[config.mk]
export PLATFORM = sky130hd
export DESIGN_NAME = lagrange_fractional_delay_taps
export DESIGN_NICKNAME = d
export VERILOG_FILES = /design/src/lfd_pkg.sv /design/src/lagrange_fractional_delay_taps.sv /design/src/lfd_mul.sv /design/src/lfd_out_reg.sv
export SDC_FILE = /design/constraint.sdc
export NUM_CORES = 2
export LEC_CHECK = 0
export ABC_AREA = 0
export BUFFER_PORTS_ARGS = -buffer_cell sky130_fd_sc_hd__buf_4
export CELL_PAD_IN_SITES_DETAIL_PLACEMENT = 1
export CELL_PAD_IN_SITES_GLOBAL_PLACEMENT = 2
export CORE_ASPECT_RATIO = 0.75
export CORE_UTILIZATION = 45
export DETAILED_ROUTE_END_ITERATION = 10
export PLACE_DENSITY_LB_ADDON = 0.1
export SLEW_MARGIN = 10
export SYNTH_ARGS = -nofsm -noshare
export SYNTH_HDL_FRONTEND = slang
export SYNTH_SLANG_ARGS = --single-unit
[constraint.sdc]
create_clock -name clk -period 24.2 [get_ports clk]
set_input_delay 3.63 -clock clk [delete_from_list [all_inputs] [get_ports clk]]
set_output_delay 3.63 -clock clk [all_outputs]
set_load 0.05 [all_outputs]
[src/lfd_pkg.sv]
// Shared types, constants and the reciprocal table of the Lagrange tap generator.
package lfd_pkg;

  localparam int MAX_TAPS  = 16;
  localparam int FRAC_BITS = 23;

  localparam int MAG_W  = 47;
  localparam int FAC_W  = 29;
  localparam int RCP_W  = 31;

  localparam logic [MAG_W-1:0] ONE_Q24 = MAG_W'(64'h0000_0000_0100_0000);
  localparam logic [MAG_W-1:0] MAG_MAX = {MAG_W{1'b1}};

  typedef enum logic [2:0] {
    ST_IDLE,
    ST_STEP,
    ST_FAC,
    ST_LO,
    ST_HI,
    ST_ACC
  } state_t;

  typedef enum logic [1:0] {
    MUL_FAC,
    MUL_LO,
    MUL_HI
  } mul_sel_t;

  typedef struct packed {
    logic signed [31:0] coefficient;
    logic [3:0]         tap_index;
    logic               last;
  } tap_result_t;

  // round(2^30 / j), Q1.30; entry zero is never used.
  function automatic logic [RCP_W-1:0] recip(input logic [3:0] j);
    logic [RCP_W-1:0] r;
    case (j)
      4'd1:    r = 31'd1073741824;
      4'd2:    r = 31'd536870912;
      4'd3:    r = 31'd357913941;
      4'd4:    r = 31'd268435456;
      4'd5:    r = 31'd214748365;
      4'd6:    r = 31'd178956971;
      4'd7:    r = 31'd153391689;
      4'd8:    r = 31'd134217728;
      4'd9:    r = 31'd119304647;
      4'd10:   r = 31'd107374182;
      4'd11:   r = 31'd97612893;
      4'd12:   r = 31'd89478485;
      4'd13:   r = 31'd82595525;
      4'd14:   r = 31'd76695845;
      4'd15:   r = 31'd71582788;
      default: r = '0;
    endcase
    return r;
  endfunction

endpackage

[src/lagrange_fractional_delay_taps.sv]
// Top level of the Lagrange fractional-delay tap generator: sequencer and datapath.
//
// One input transaction carries a fractional delay frac_delay (signed Q1.23).
// The block answers with tap_count coefficient transactions (signed Q8.24),
// in tap order, tap_index counting from zero and last set on the final one.
// A tap count of zero gives no output; counts above 16 are treated as 16.
// tap_count is written through the cfg channel (cfg_valid/cfg_ready), which
// is ready only while the block is idle; it resets to 4.
// Every product factor runs through the states STEP, FAC, LO, HI and ACC on the
// single shared 32 x 32 multiplier: one multiply forms |D-k|/|n-k| from the reciprocal
// table, two more multiply the running product by it in a low and a high part.
// A tap of an N-tap request is the product of its N-1 factors, and the taps are
// formed one after the other; in_stall is high while a request is in work and
// low again in the cycle after the last tap leaves the sequencer. The first
// coefficient appears once all factors of tap zero are formed.
// Results go through an output register: while out_stall holds the receiver
// off, the sequencer waits with the next finished tap, and the final one may
// still sit in the register while a new delay is accepted.
// Reset (rst, synchronous) returns the sequencer to idle and empties the
// output register.
module lagrange_fractional_delay_taps (
  input  logic               clk,
  input  logic               rst,
  input  logic               in_valid,
  output logic               in_stall,
  input  logic signed [23:0] frac_delay,
  output logic               out_valid,
  input  logic               out_stall,
  output logic signed [31:0] coefficient,
  output logic [3:0]         tap_index,
  output logic               last,
  input  logic               cfg_valid,
  output logic               cfg_ready,
  input  logic [4:0]         cfg_data
);

  lfd_pkg::state_t state, state_next;

  logic [4:0] tap_count;
  logic [4:0] cnt;
  logic [4:0] cnt_clamp;
  logic [4:0] n;
  logic [4:0] k;

  logic signed [31:0]         dq;
  logic [lfd_pkg::MAG_W-1:0]  pmag;
  logic [lfd_pkg::MAG_W-1:0]  pmag_next;
  logic                       pneg;
  logic [lfd_pkg::FAC_W-1:0]  fac;
  logic [lfd_pkg::FAC_W-1:0]  lo_part;

  logic                     start;
  logic                     skip;
  logic                     issue_fac;
  logic                     ld_fac;
  logic                     ld_lo;
  logic                     ld_pmag;
  logic                     emit;
  logic                     out_free;
  lfd_pkg::mul_sel_t        mul_sel;

  logic [31:0] mul_a;
  logic [31:0] mul_b;
  logic [63:0] mul_p;

  // Input conversion to the total delay D in signed Q.24.
  logic                          in_neg;
  logic [23:0]                   in_mag;
  logic [lfd_pkg::FRAC_BITS-1:0] fmag;
  logic [31:0]                   f24;
  logic [31:0]                   center_half;
  logic signed [31:0]            center;
  logic signed [31:0]            dq_new;

  // Per-factor terms.
  logic signed [31:0] diff;
  logic [31:0]        dmag;
  logic [3:0]         tap_dist;
  logic               k_above;
  logic [63:0]        fac_sum;
  logic [63:0]        lo_sum;
  logic [52:0]        acc_sum;

  lfd_pkg::tap_result_t result;
  lfd_pkg::tap_result_t result_q;

  assign cnt_clamp = (tap_count > 5'(lfd_pkg::MAX_TAPS)) ? 5'(lfd_pkg::MAX_TAPS) : tap_count;

  assign in_neg      = frac_delay[23];
  assign in_mag      = in_neg ? 24'(-frac_delay) : 24'(frac_delay);
  assign fmag        = in_mag[lfd_pkg::FRAC_BITS-1:0];
  assign f24         = 32'(fmag) << (24 - lfd_pkg::FRAC_BITS);
  // Even tap counts center on (N-1)/2, odd ones on N/2; both in half samples.
  assign center_half = cnt_clamp[0] ? {27'd0, cnt_clamp} : {27'd0, cnt_clamp} - 32'd1;
  assign center      = $signed((center_half << 23) - (in_neg ? 32'h0100_0000 : 32'd0));
  assign dq_new      = in_neg ? center - $signed(f24) : center + $signed(f24);

  assign diff     = dq - $signed({3'd0, k, 24'd0});
  assign dmag     = diff[31] ? 32'(-diff) : 32'(diff);
  assign k_above  = n < k;
  assign tap_dist = k_above ? 4'(k - n) : 4'(n - k);

  assign fac_sum = mul_p + (64'd1 << 29);
  assign lo_sum  = mul_p + (64'd1 << 23);
  assign acc_sum = mul_p[52:0] + {24'd0, lo_part};
  assign pmag_next = (acc_sum > {6'd0, lfd_pkg::MAG_MAX}) ? lfd_pkg::MAG_MAX
                                                          : acc_sum[lfd_pkg::MAG_W-1:0];

  always_comb begin
    case (mul_sel)
      lfd_pkg::MUL_FAC: begin
        mul_a = dmag;
        mul_b = {1'b0, lfd_pkg::recip(tap_dist)};
      end
      lfd_pkg::MUL_LO: begin
        mul_a = {8'd0, pmag[23:0]};
        mul_b = {3'd0, fac};
      end
      lfd_pkg::MUL_HI: begin
        mul_a = {9'd0, pmag[lfd_pkg::MAG_W-1:24]};
        mul_b = {3'd0, fac};
      end
      default: begin
        mul_a = dmag;
        mul_b = {1'b0, lfd_pkg::recip(tap_dist)};
      end
    endcase
  end

  lfd_mul u_mul (
    .clk (clk),
    .a   (mul_a),
    .b   (mul_b),
    .p   (mul_p)
  );

  // Signed coefficient from sign and magnitude, saturated to 32 bits.
  always_comb begin
    if (!pneg) begin
      result.coefficient = (pmag > 47'h0000_7FFF_FFFF) ? 32'sh7FFF_FFFF
                                                        : $signed(pmag[31:0]);
    end else begin
      result.coefficient = (pmag > 47'h0000_8000_0000) ? 32'sh8000_0000
                                                        : $signed(~pmag[31:0] + 32'd1);
    end
    result.tap_index = n[3:0];
    result.last      = (n == cnt - 5'd1);
  end

  lfd_out_reg u_out (
    .clk   (clk),
    .rst   (rst),
    .load  (emit),
    .din   (result),
    .stall (out_stall),
    .valid (out_valid),
    .free  (out_free),
    .dout  (result_q)
  );

  assign coefficient = result_q.coefficient;
  assign tap_index   = result_q.tap_index;
  assign last        = result_q.last;

  // Next-state logic.
  always_comb begin
    state_next = state;
    case (state)
      lfd_pkg::ST_IDLE: begin
        if (in_valid && (cnt_clamp != 5'd0)) begin
          state_next = lfd_pkg::ST_STEP;
        end
      end
      lfd_pkg::ST_STEP: begin
        if (k == cnt) begin
          if (out_free && (n == cnt - 5'd1)) begin
            state_next = lfd_pkg::ST_IDLE;
          end
        end else if (k != n) begin
          state_next = lfd_pkg::ST_FAC;
        end
      end
      lfd_pkg::ST_FAC: state_next = lfd_pkg::ST_LO;
      lfd_pkg::ST_LO:  state_next = lfd_pkg::ST_HI;
      lfd_pkg::ST_HI:  state_next = lfd_pkg::ST_ACC;
      lfd_pkg::ST_ACC: state_next = lfd_pkg::ST_STEP;
      default:         state_next = lfd_pkg::ST_IDLE;
    endcase
  end

  // Control outputs of the sequencer.
  always_comb begin
    in_stall  = 1'b1;
    cfg_ready = 1'b0;
    start     = 1'b0;
    skip      = 1'b0;
    issue_fac = 1'b0;
    ld_fac    = 1'b0;
    ld_lo     = 1'b0;
    ld_pmag   = 1'b0;
    emit      = 1'b0;
    mul_sel   = lfd_pkg::MUL_FAC;
    case (state)
      lfd_pkg::ST_IDLE: begin
        in_stall  = 1'b0;
        cfg_ready = 1'b1;
        start     = in_valid && (cnt_clamp != 5'd0);
      end
      lfd_pkg::ST_STEP: begin
        if (k == cnt) begin
          emit = out_free;
        end else if (k == n) begin
          skip = 1'b1;
        end else begin
          issue_fac = 1'b1;
        end
      end
      lfd_pkg::ST_FAC: begin
        ld_fac = 1'b1;
      end
      lfd_pkg::ST_LO: begin
        mul_sel = lfd_pkg::MUL_LO;
      end
      lfd_pkg::ST_HI: begin
        ld_lo   = 1'b1;
        mul_sel = lfd_pkg::MUL_HI;
      end
      lfd_pkg::ST_ACC: begin
        ld_pmag = 1'b1;
      end
      default: begin
        in_stall = 1'b1;
      end
    endcase
  end

  // Control registers.
  always_ff @(posedge clk) begin
    if (rst) begin
      state     <= lfd_pkg::ST_IDLE;
      tap_count <= 5'd4;
      cnt       <= 5'd0;
      n         <= 5'd0;
      k         <= 5'd0;
    end else begin
      state <= state_next;
      if (cfg_valid && cfg_ready) begin
        tap_count <= cfg_data;
      end
      if (start) begin
        cnt <= cnt_clamp;
        n   <= 5'd0;
        k   <= 5'd0;
      end
      if (skip || ld_pmag) begin
        k <= k + 5'd1;
      end
      if (emit) begin
        n <= n + 5'd1;
        k <= 5'd0;
      end
    end
  end

  // Datapath registers.
  always_ff @(posedge clk) begin
    if (start) begin
      dq <= dq_new;
    end
    if (start || emit) begin
      pmag <= lfd_pkg::ONE_Q24;
      pneg <= 1'b0;
    end
    if (issue_fac) begin
      pneg <= pneg ^ diff[31] ^ k_above;
    end
    if (ld_fac) begin
      fac <= fac_sum[58:30];
    end
    if (ld_lo) begin
      lo_part <= lo_sum[52:24];
    end
    if (ld_pmag) begin
      pmag <= pmag_next;
    end
  end

endmodule

[src/lfd_mul.sv]
// Shared 32 x 32 unsigned multiplier with a registered product.
module lfd_mul (
  input  logic        clk,
  input  logic [31:0] a,
  input  logic [31:0] b,
  output logic [63:0] p
);

  always_ff @(posedge clk) begin
    p <= {32'd0, a} * {32'd0, b};
  end

endmodule

[src/lfd_out_reg.sv]
// Output register that holds one coefficient transaction until the receiver takes it.
module lfd_out_reg (
  input  logic                 clk,
  input  logic                 rst,
  input  logic                 load,
  input  lfd_pkg::tap_result_t din,
  input  logic                 stall,
  output logic                 valid,
  output logic                 free,
  output lfd_pkg::tap_result_t dout
);

  assign free = !valid || !stall;

  always_ff @(posedge clk) begin
    if (rst) begin
      valid <= 1'b0;
    end else if (load) begin
      valid <= 1'b1;
    end else if (!stall) begin
      valid <= 1'b0;
    end
  end

  always_ff @(posedge clk) begin
    if (load) begin
      dout <= din;
    end
  end

endmodule
After elaboration in Yosys (flattened, before gate mapping)
Memory sizes are Yosys's and may differ from the RTL's.
Index checks and enable logic that the tools add are counted.
{ "word_totals": {"regBits": 258, "rom_bits": 992, "inputBits": 34, "out_inout_bits": 40, "wordCells": 117, "memories": 2} }
{ "classes": {"add_sub_neg": 16, "multipliers": 1, "magnitude_cmp": 5, "eq_ne": 15, "muxes": 42, "bitwise_logic": 3, "reduce_logical": 18} }
{ "mem_list": {"columns": ["memory", "depth", "word_bits", "read_ports", "rd_ports_with_merged_regs", "write_ports", "line_no", "source"], "rows": [
  ["(name not given)", 16, 31, 1, 0, 0, "lfd_pkg.sv:38", "case (j)"],
  ["(name not given)", 16, 31, 1, 0, 0, "lfd_pkg.sv:38", null]
]} }
{ "ops": {"columns": ["cell", "n"], "rows": [
  ["$mux 32", 5],
  ["$mux 47", 3],
  ["$pmux 32 s2", 1],
  ["$sub 32x25->32", 2],
  ["$pmux 31 s2", 1],
  ["$add 59x30->59 const B", 1],
  ["$mul 32x31->59", 1],
  ["$add 53x24->53 const B", 1],
  ["$add 53x29->53", 1],
  ["$gt 53x47->1 const B", 1],
  ["$gt 47x31->1 const B", 1],
  ["$gt 47x32->1 const B", 1],
  ["$add 32x1->32 const B", 1],
  ["$add 32x25->32", 1],
  ["$neg 32->32", 1],
  ["$not 32->32", 1],
  ["$sub 32x30->32", 1],
  ["$mux 25", 1],
  ["$mux 23", 1],
  ["$neg 23->23", 1],
  ["$mux 5", 4],
  ["$mux 1", 18],
  ["$pmux 3 s6", 1],
  ["$eq 5x5->1", 3],
  ["29 further kinds", 47]
]} }

Logic depth before layout (Yosys ltp)
{ "logic_depth": {"depth_word": 8, "depth_mapped": 44, "depth_no_buf": 43} }

Hierarchy
Synthesis repeated with hierarchy kept, for this count alone.
{ "hier_totals": {"cells_unflattened": 5587, "hier_area_um2": 50243.2} }
{ "by_module_without_submodules": {"columns": ["module", "instances", "cells_per_inst", "area_per_inst_um2", "seq_area_each_um2"], "rows": [
  ["lfd_mul", 1, 3864, 35022.3, 1281.2],
  ["lagrange_fractional_delay_taps", 1, 1682, 14077.3, 4574.4],
  ["lfd_out_reg", 1, 41, 1143.6, 1131.1]
]} }

Worst setup path after synthesis
No wires, ideal clock.
{ "synth_timing": {"kind": "reg2reg", "from": "register n[1]", "to": "register u_mul.p[57]", "setup_time_ns": 0.064, "arrival_ns": 10.562, "required_time_ns": 24.136, "setup_slack_ns": 13.574, "path_stages_with_launch": 40, "path_buffers": 2, "synth_period_minus_slack_ns": 10.626, "cell_sequence": "dfxtp_1 > inv_1 > ha_1 > nor2b_1 > o21a_1 > o21ai_0 > nand2b_1 > a21o_1 > mux2_2 > inv_1 > ha_1 > nand2b_1 > a31oi_1 > a21o_1 > clkbuf_1 > clkbuf_1 > nand2_1 > fa_1 > (+4 left out) > fa_1 > fa_1 > fa_1 > inv_1 > fa_1 > inv_1 > ha_1 > a21o_1 > a21o_1 > a21o_1 > a21o_1 > a221o_1 > a221oi_1 > a21oi_1 > o41ai_1 > o21ai_0 > or4_1 > nand4_1"} }
{ "synth_between": {"elab_chain_cells": 5, "word_cells_on_any_way": 8, "classes_between": "add/sub (2); mul (1); order compare (1); mux (2); memory (2)"} }
{ "synth_rtl": {"columns": ["item", "line_no", "source"], "rows": [
  ["from (decl)", "lagrange_fractional_delay_taps.sv:42", "logic [4:0] n;"],
  ["from (signal assigned)", "lagrange_fractional_delay_taps.sv:259", "n <= n + 5'd1;"],
  ["$sub 4x4->4 or $lt 5x5->1 (tied branches)", "lagrange_fractional_delay_taps.sv:101, lagrange_fractional_delay_taps.sv:100", null],
  ["$mux 4 (*)", "lagrange_fractional_delay_taps.sv:101", "assign tap_dist = k_above ? 4'(k - n) : 4'(n - k);"],
  ["$mem_v2 16x31", null, null],
  ["$pmux 31 s2 (*)", "lagrange_fractional_delay_taps.sv:110", "case (mul_sel)"],
  ["$mul 32x31->59 (*)", "lfd_mul.sv:10", "p <= {32'd0, a} * {32'd0, b};"],
  ["to (signal assigned)", "lfd_mul.sv:10", null],
  ["to (decl)", "lfd_mul.sv:6", "output logic [63:0] p"]
]} }
Every way passes the cells marked *; elsewhere a longest branch is shown, timed or not.
A chain may end at the register's enable or synchronous reset.

Final worst setup path
Same ends and word-level chain as after synthesis.

==> impl_results.md <==
* Hold Startpoint: k[4]
* Postcts setup bufs at 0
* Setup slack after placement at 11.78 ns
* Hold-critical path endpoint: k[4]
* Clock slew at reported path FFs at 0.07 ns
* Pre-antenna DRT Iters at 5
* Outcome: finished, final reports clean
* Power density cells at 78.95 mW/mm^2
* Cell Area, Synth at 0.04701 sq mm
* Core box area at 0.1034 sq mm
* WHS Path Cells at 1
* Fin. Hold Viols at 0
* Comb power frac at 0.722
* R2R cell count at 38
* Avg Cell Area, Syn at 8.824 sq um
* Die area at 0.1058 sq mm
* Fin crit share at 0.5232
* Root buf cell: clkbuf_16
* Synth area leaders: fa_1 37%, edfxtp_1 11%, ha_1 7.9%
* Max-Slew Margin vs Limit at 0.1723
* Final HPWL from detailed placement at 139600 um
* CTS H-tree depth at 1
* RSZ-0062 raised after global routing: false
* Max clock buf depth at 3
* Capturing point of the worst reg2reg path: u_mul.p[57]
* Worst Setup Start Kind: flop
* Placed cells at 6579
* CTS tree: done
* Initial antenna violation count at 9
* DR WL met3 at 14940 um
* Share of cells above drive strength 1 at 0.06047
* Number of global-route vias before repair at 39810
* CP peak stage delay at 0.81 ns
* ANT nets after route at 0
* Most frequent cells in the layout: 981 x inv_1, 865 x fa_1, 705 x nand2_1, 536 x nor2_1, 297 x ha_1
* DRC viols at 0
* Vias at 37970
* Total CTS buffers at 26
* Worst vdd ir at 77.01 uV
* Gp weighted congestion at 0.9591
* Post-Syn Instances at 5327
* Final setup fails at 0
* Net count after synthesis at 6523
* Final slew viol count at 0
* Synthesis Warnings at 0
* Worst path slowest cell: o21a_1
* Worst R2R Start: n[1]
* # port buffers at 73
* Wirelength per Cell at 26.50 um
* Final wirelength at 175700 um
* Switching pwr at 0.002272 W
* Die H at 281.9 um
* Nets at 6451
* Number of synthesized flops with an enable pin at 174
* Max FO, Critical Path at 17
* Worst-Margin Slew at 1.239 ns
* CTS Sinks at 257
* Switching share of power at 0.5735
* Fmax at 78.98 MHz
* Setup WS post-layout at 11.54 ns
* DR iter-0 viols at 3213
* Sequential area share after synthesis at 0.1465
* Reg power frac at 0.171
* Hold_buf cts at 0
* First-pass GRT wire length at 264500 um
* Via density at 5.726
* Congestion Overflow GR at 0
* Max-cap violations at 0
* Fin cells at 6630
* IO Pins at 74
* Most common cell after layout, fill and taps aside: inv_1
* Critical Path RT at 24.71 ns
* Yosys top cell by area: fa_1
* Pint at 0.001689 W
* Layout fillers at 12020
* Setup crit end kind: flop
* GRT Util Overall at 0.3389
* R2r setup slk at 11.54 ns
* Met2 wire length at 74620 um
* Count of cell types in the netlist at 90
* Rows at 102
* Worst Hold Class: reg2reg
* Min Tclk post-route at 12.66 ns
* Register bit total from synthesis at 257
* Top-area cell type share of the netlist area at 0.3684
* Lkg Pwr at 23.91 nW
* Clock power share at 0.107
* Hold Slack at 0.4923 ns
* Worst skew pair latency at 0.58 ns
* Die W at 375.2 um
* Post-route setup TNS at 0 ns
* Area Overhead vs Synth at 6.718%
* Worst clock skew at 0.03131 ns
* Post-synth top flop: edfxtp_1
* Top sig layer: met5
* WS Path Type: reg2reg
* Pin count of the biggest net entering global routing at 62
* Post-Route M1 WL at 81580 um
* Crit path arrival time at 13.17 ns
* Cell mode on critical path: fa_1
* Initial core utilization at 0.4547
* Post-synth ARST share at 0
* Post-cts sizing count at 0
## cell families (layout without fill, tap and decap cells)
kind of cell | after synthesis | in the layout | synth area share
fa+ha+maj | 1162 | 1162 | 0.4474
mux | 22 | 22 | 0.004844
xor+xnor | 243 | 243 | 0.04557
compound gates | 685 | 685 | 0.09638
flops | 257 | 257 | 0.1465
buf+inv | 1264 | 1212 | 0.1013
other cells | 2 | 5 | 0.0001598
simple gates | 1692 | 1692 | 0.1578
## power groups by stage
stage / sequential, W / combinational [W] / clock [W]
2_1_floorplan: 0.000638 / 0.00170 / 0
3_3_place_gp: 0.000680 / 0.00277 / 0
3_5_place_dp: 0.000682 / 0.00281 / 0
4_1_cts: 0.000673 / 0.00283 / 0.000430
5_1_grt: 0.000682 / 0.00308 / 0.000442
6_report: 0.000678 / 0.00286 / 0.000424
## worst max path at each step
stage / from / to / cells after the start
2_1_floorplan: n[1] / u_mul.p[57] / 39
3_3_place_gp: k[1] / u_mul.p[57] / 33
3_5_place_dp: n[1] / u_mul.p[57] / 38
4_1_cts: n[1] / u_mul.p[57] / 38
5_1_grt: n[1] / u_mul.p[57] / 40
6_report: n[1] / u_mul.p[57] / 38
## critical path, delay by kind of cell (launching register included)
family | cells | cell delay [ns]
AOI/OAI and AO/OA | 14 | 5.03
adders and majority gates | 11 | 5.00
and+or+nand+nor | 6 | 1.14
DFF | 1 | 0.53
buffers and inverters | 6 | 0.47
muxes | 1 | 0.39
## state kept, by name (all words and copies together), names as in the netlist
register and cells:
state 3, cnt 5, n 5, k 5
pmag 47, u_out.dout 37, tap_count 5, u_out.valid 1
fac 29, dq 31, pneg 1, u_mul.p 59
lo_part 29
## layer usage
| layer | vias up | track usage |
|---|---|---|
| met4 | 4 | 0.07525 |
| met2 | 1368 | 0.5019 |
| met3 | 201 | 0.07100 |
| met5 | - | 0 |
| met1 | 19810 | 0.5064 |
| li1 | 16580 | - |
## area by class of cell
type	instances	area (sq um)	share of cell area
diodes	3	7.507	0.0001497
clock buffers	35	755.7	0.01506
clock inverters	13	101.3	0.002020
inverters	982	3686	0.07348
multi-input cells	3806	35660	0.7109
flip-flops and latches	257	6887	0.1373
well taps	1352	1692	0.03372
repair buffers	182	1374	0.02739
## per-stage QoR
step | cell area (sq um) | util | total power [W]
floorplan | 47010 | - | 0.002342
global placement | 49280 | 0.4767 | 0.003452
detailed placement | 49290 | 0.4769 | 0.003487
CTS | 50150 | 0.4851 | 0.003935
global route | 50160 | 0.4852 | 0.004201
finish | 50160 | 0.4853 | 0.003961
## synth_stat cells (all sizes together) (88+ instances only)
library cell / number
xor2: 96
fa: 865
inv: 981
nand2: 706
ha: 297
edfxtp: 174
xnor2: 146
o21ai: 134
nor2: 540
a21o: 88
clkbuf: 258
a21oi: 191
No activity file was read; power rests on OpenSTA's default activity.
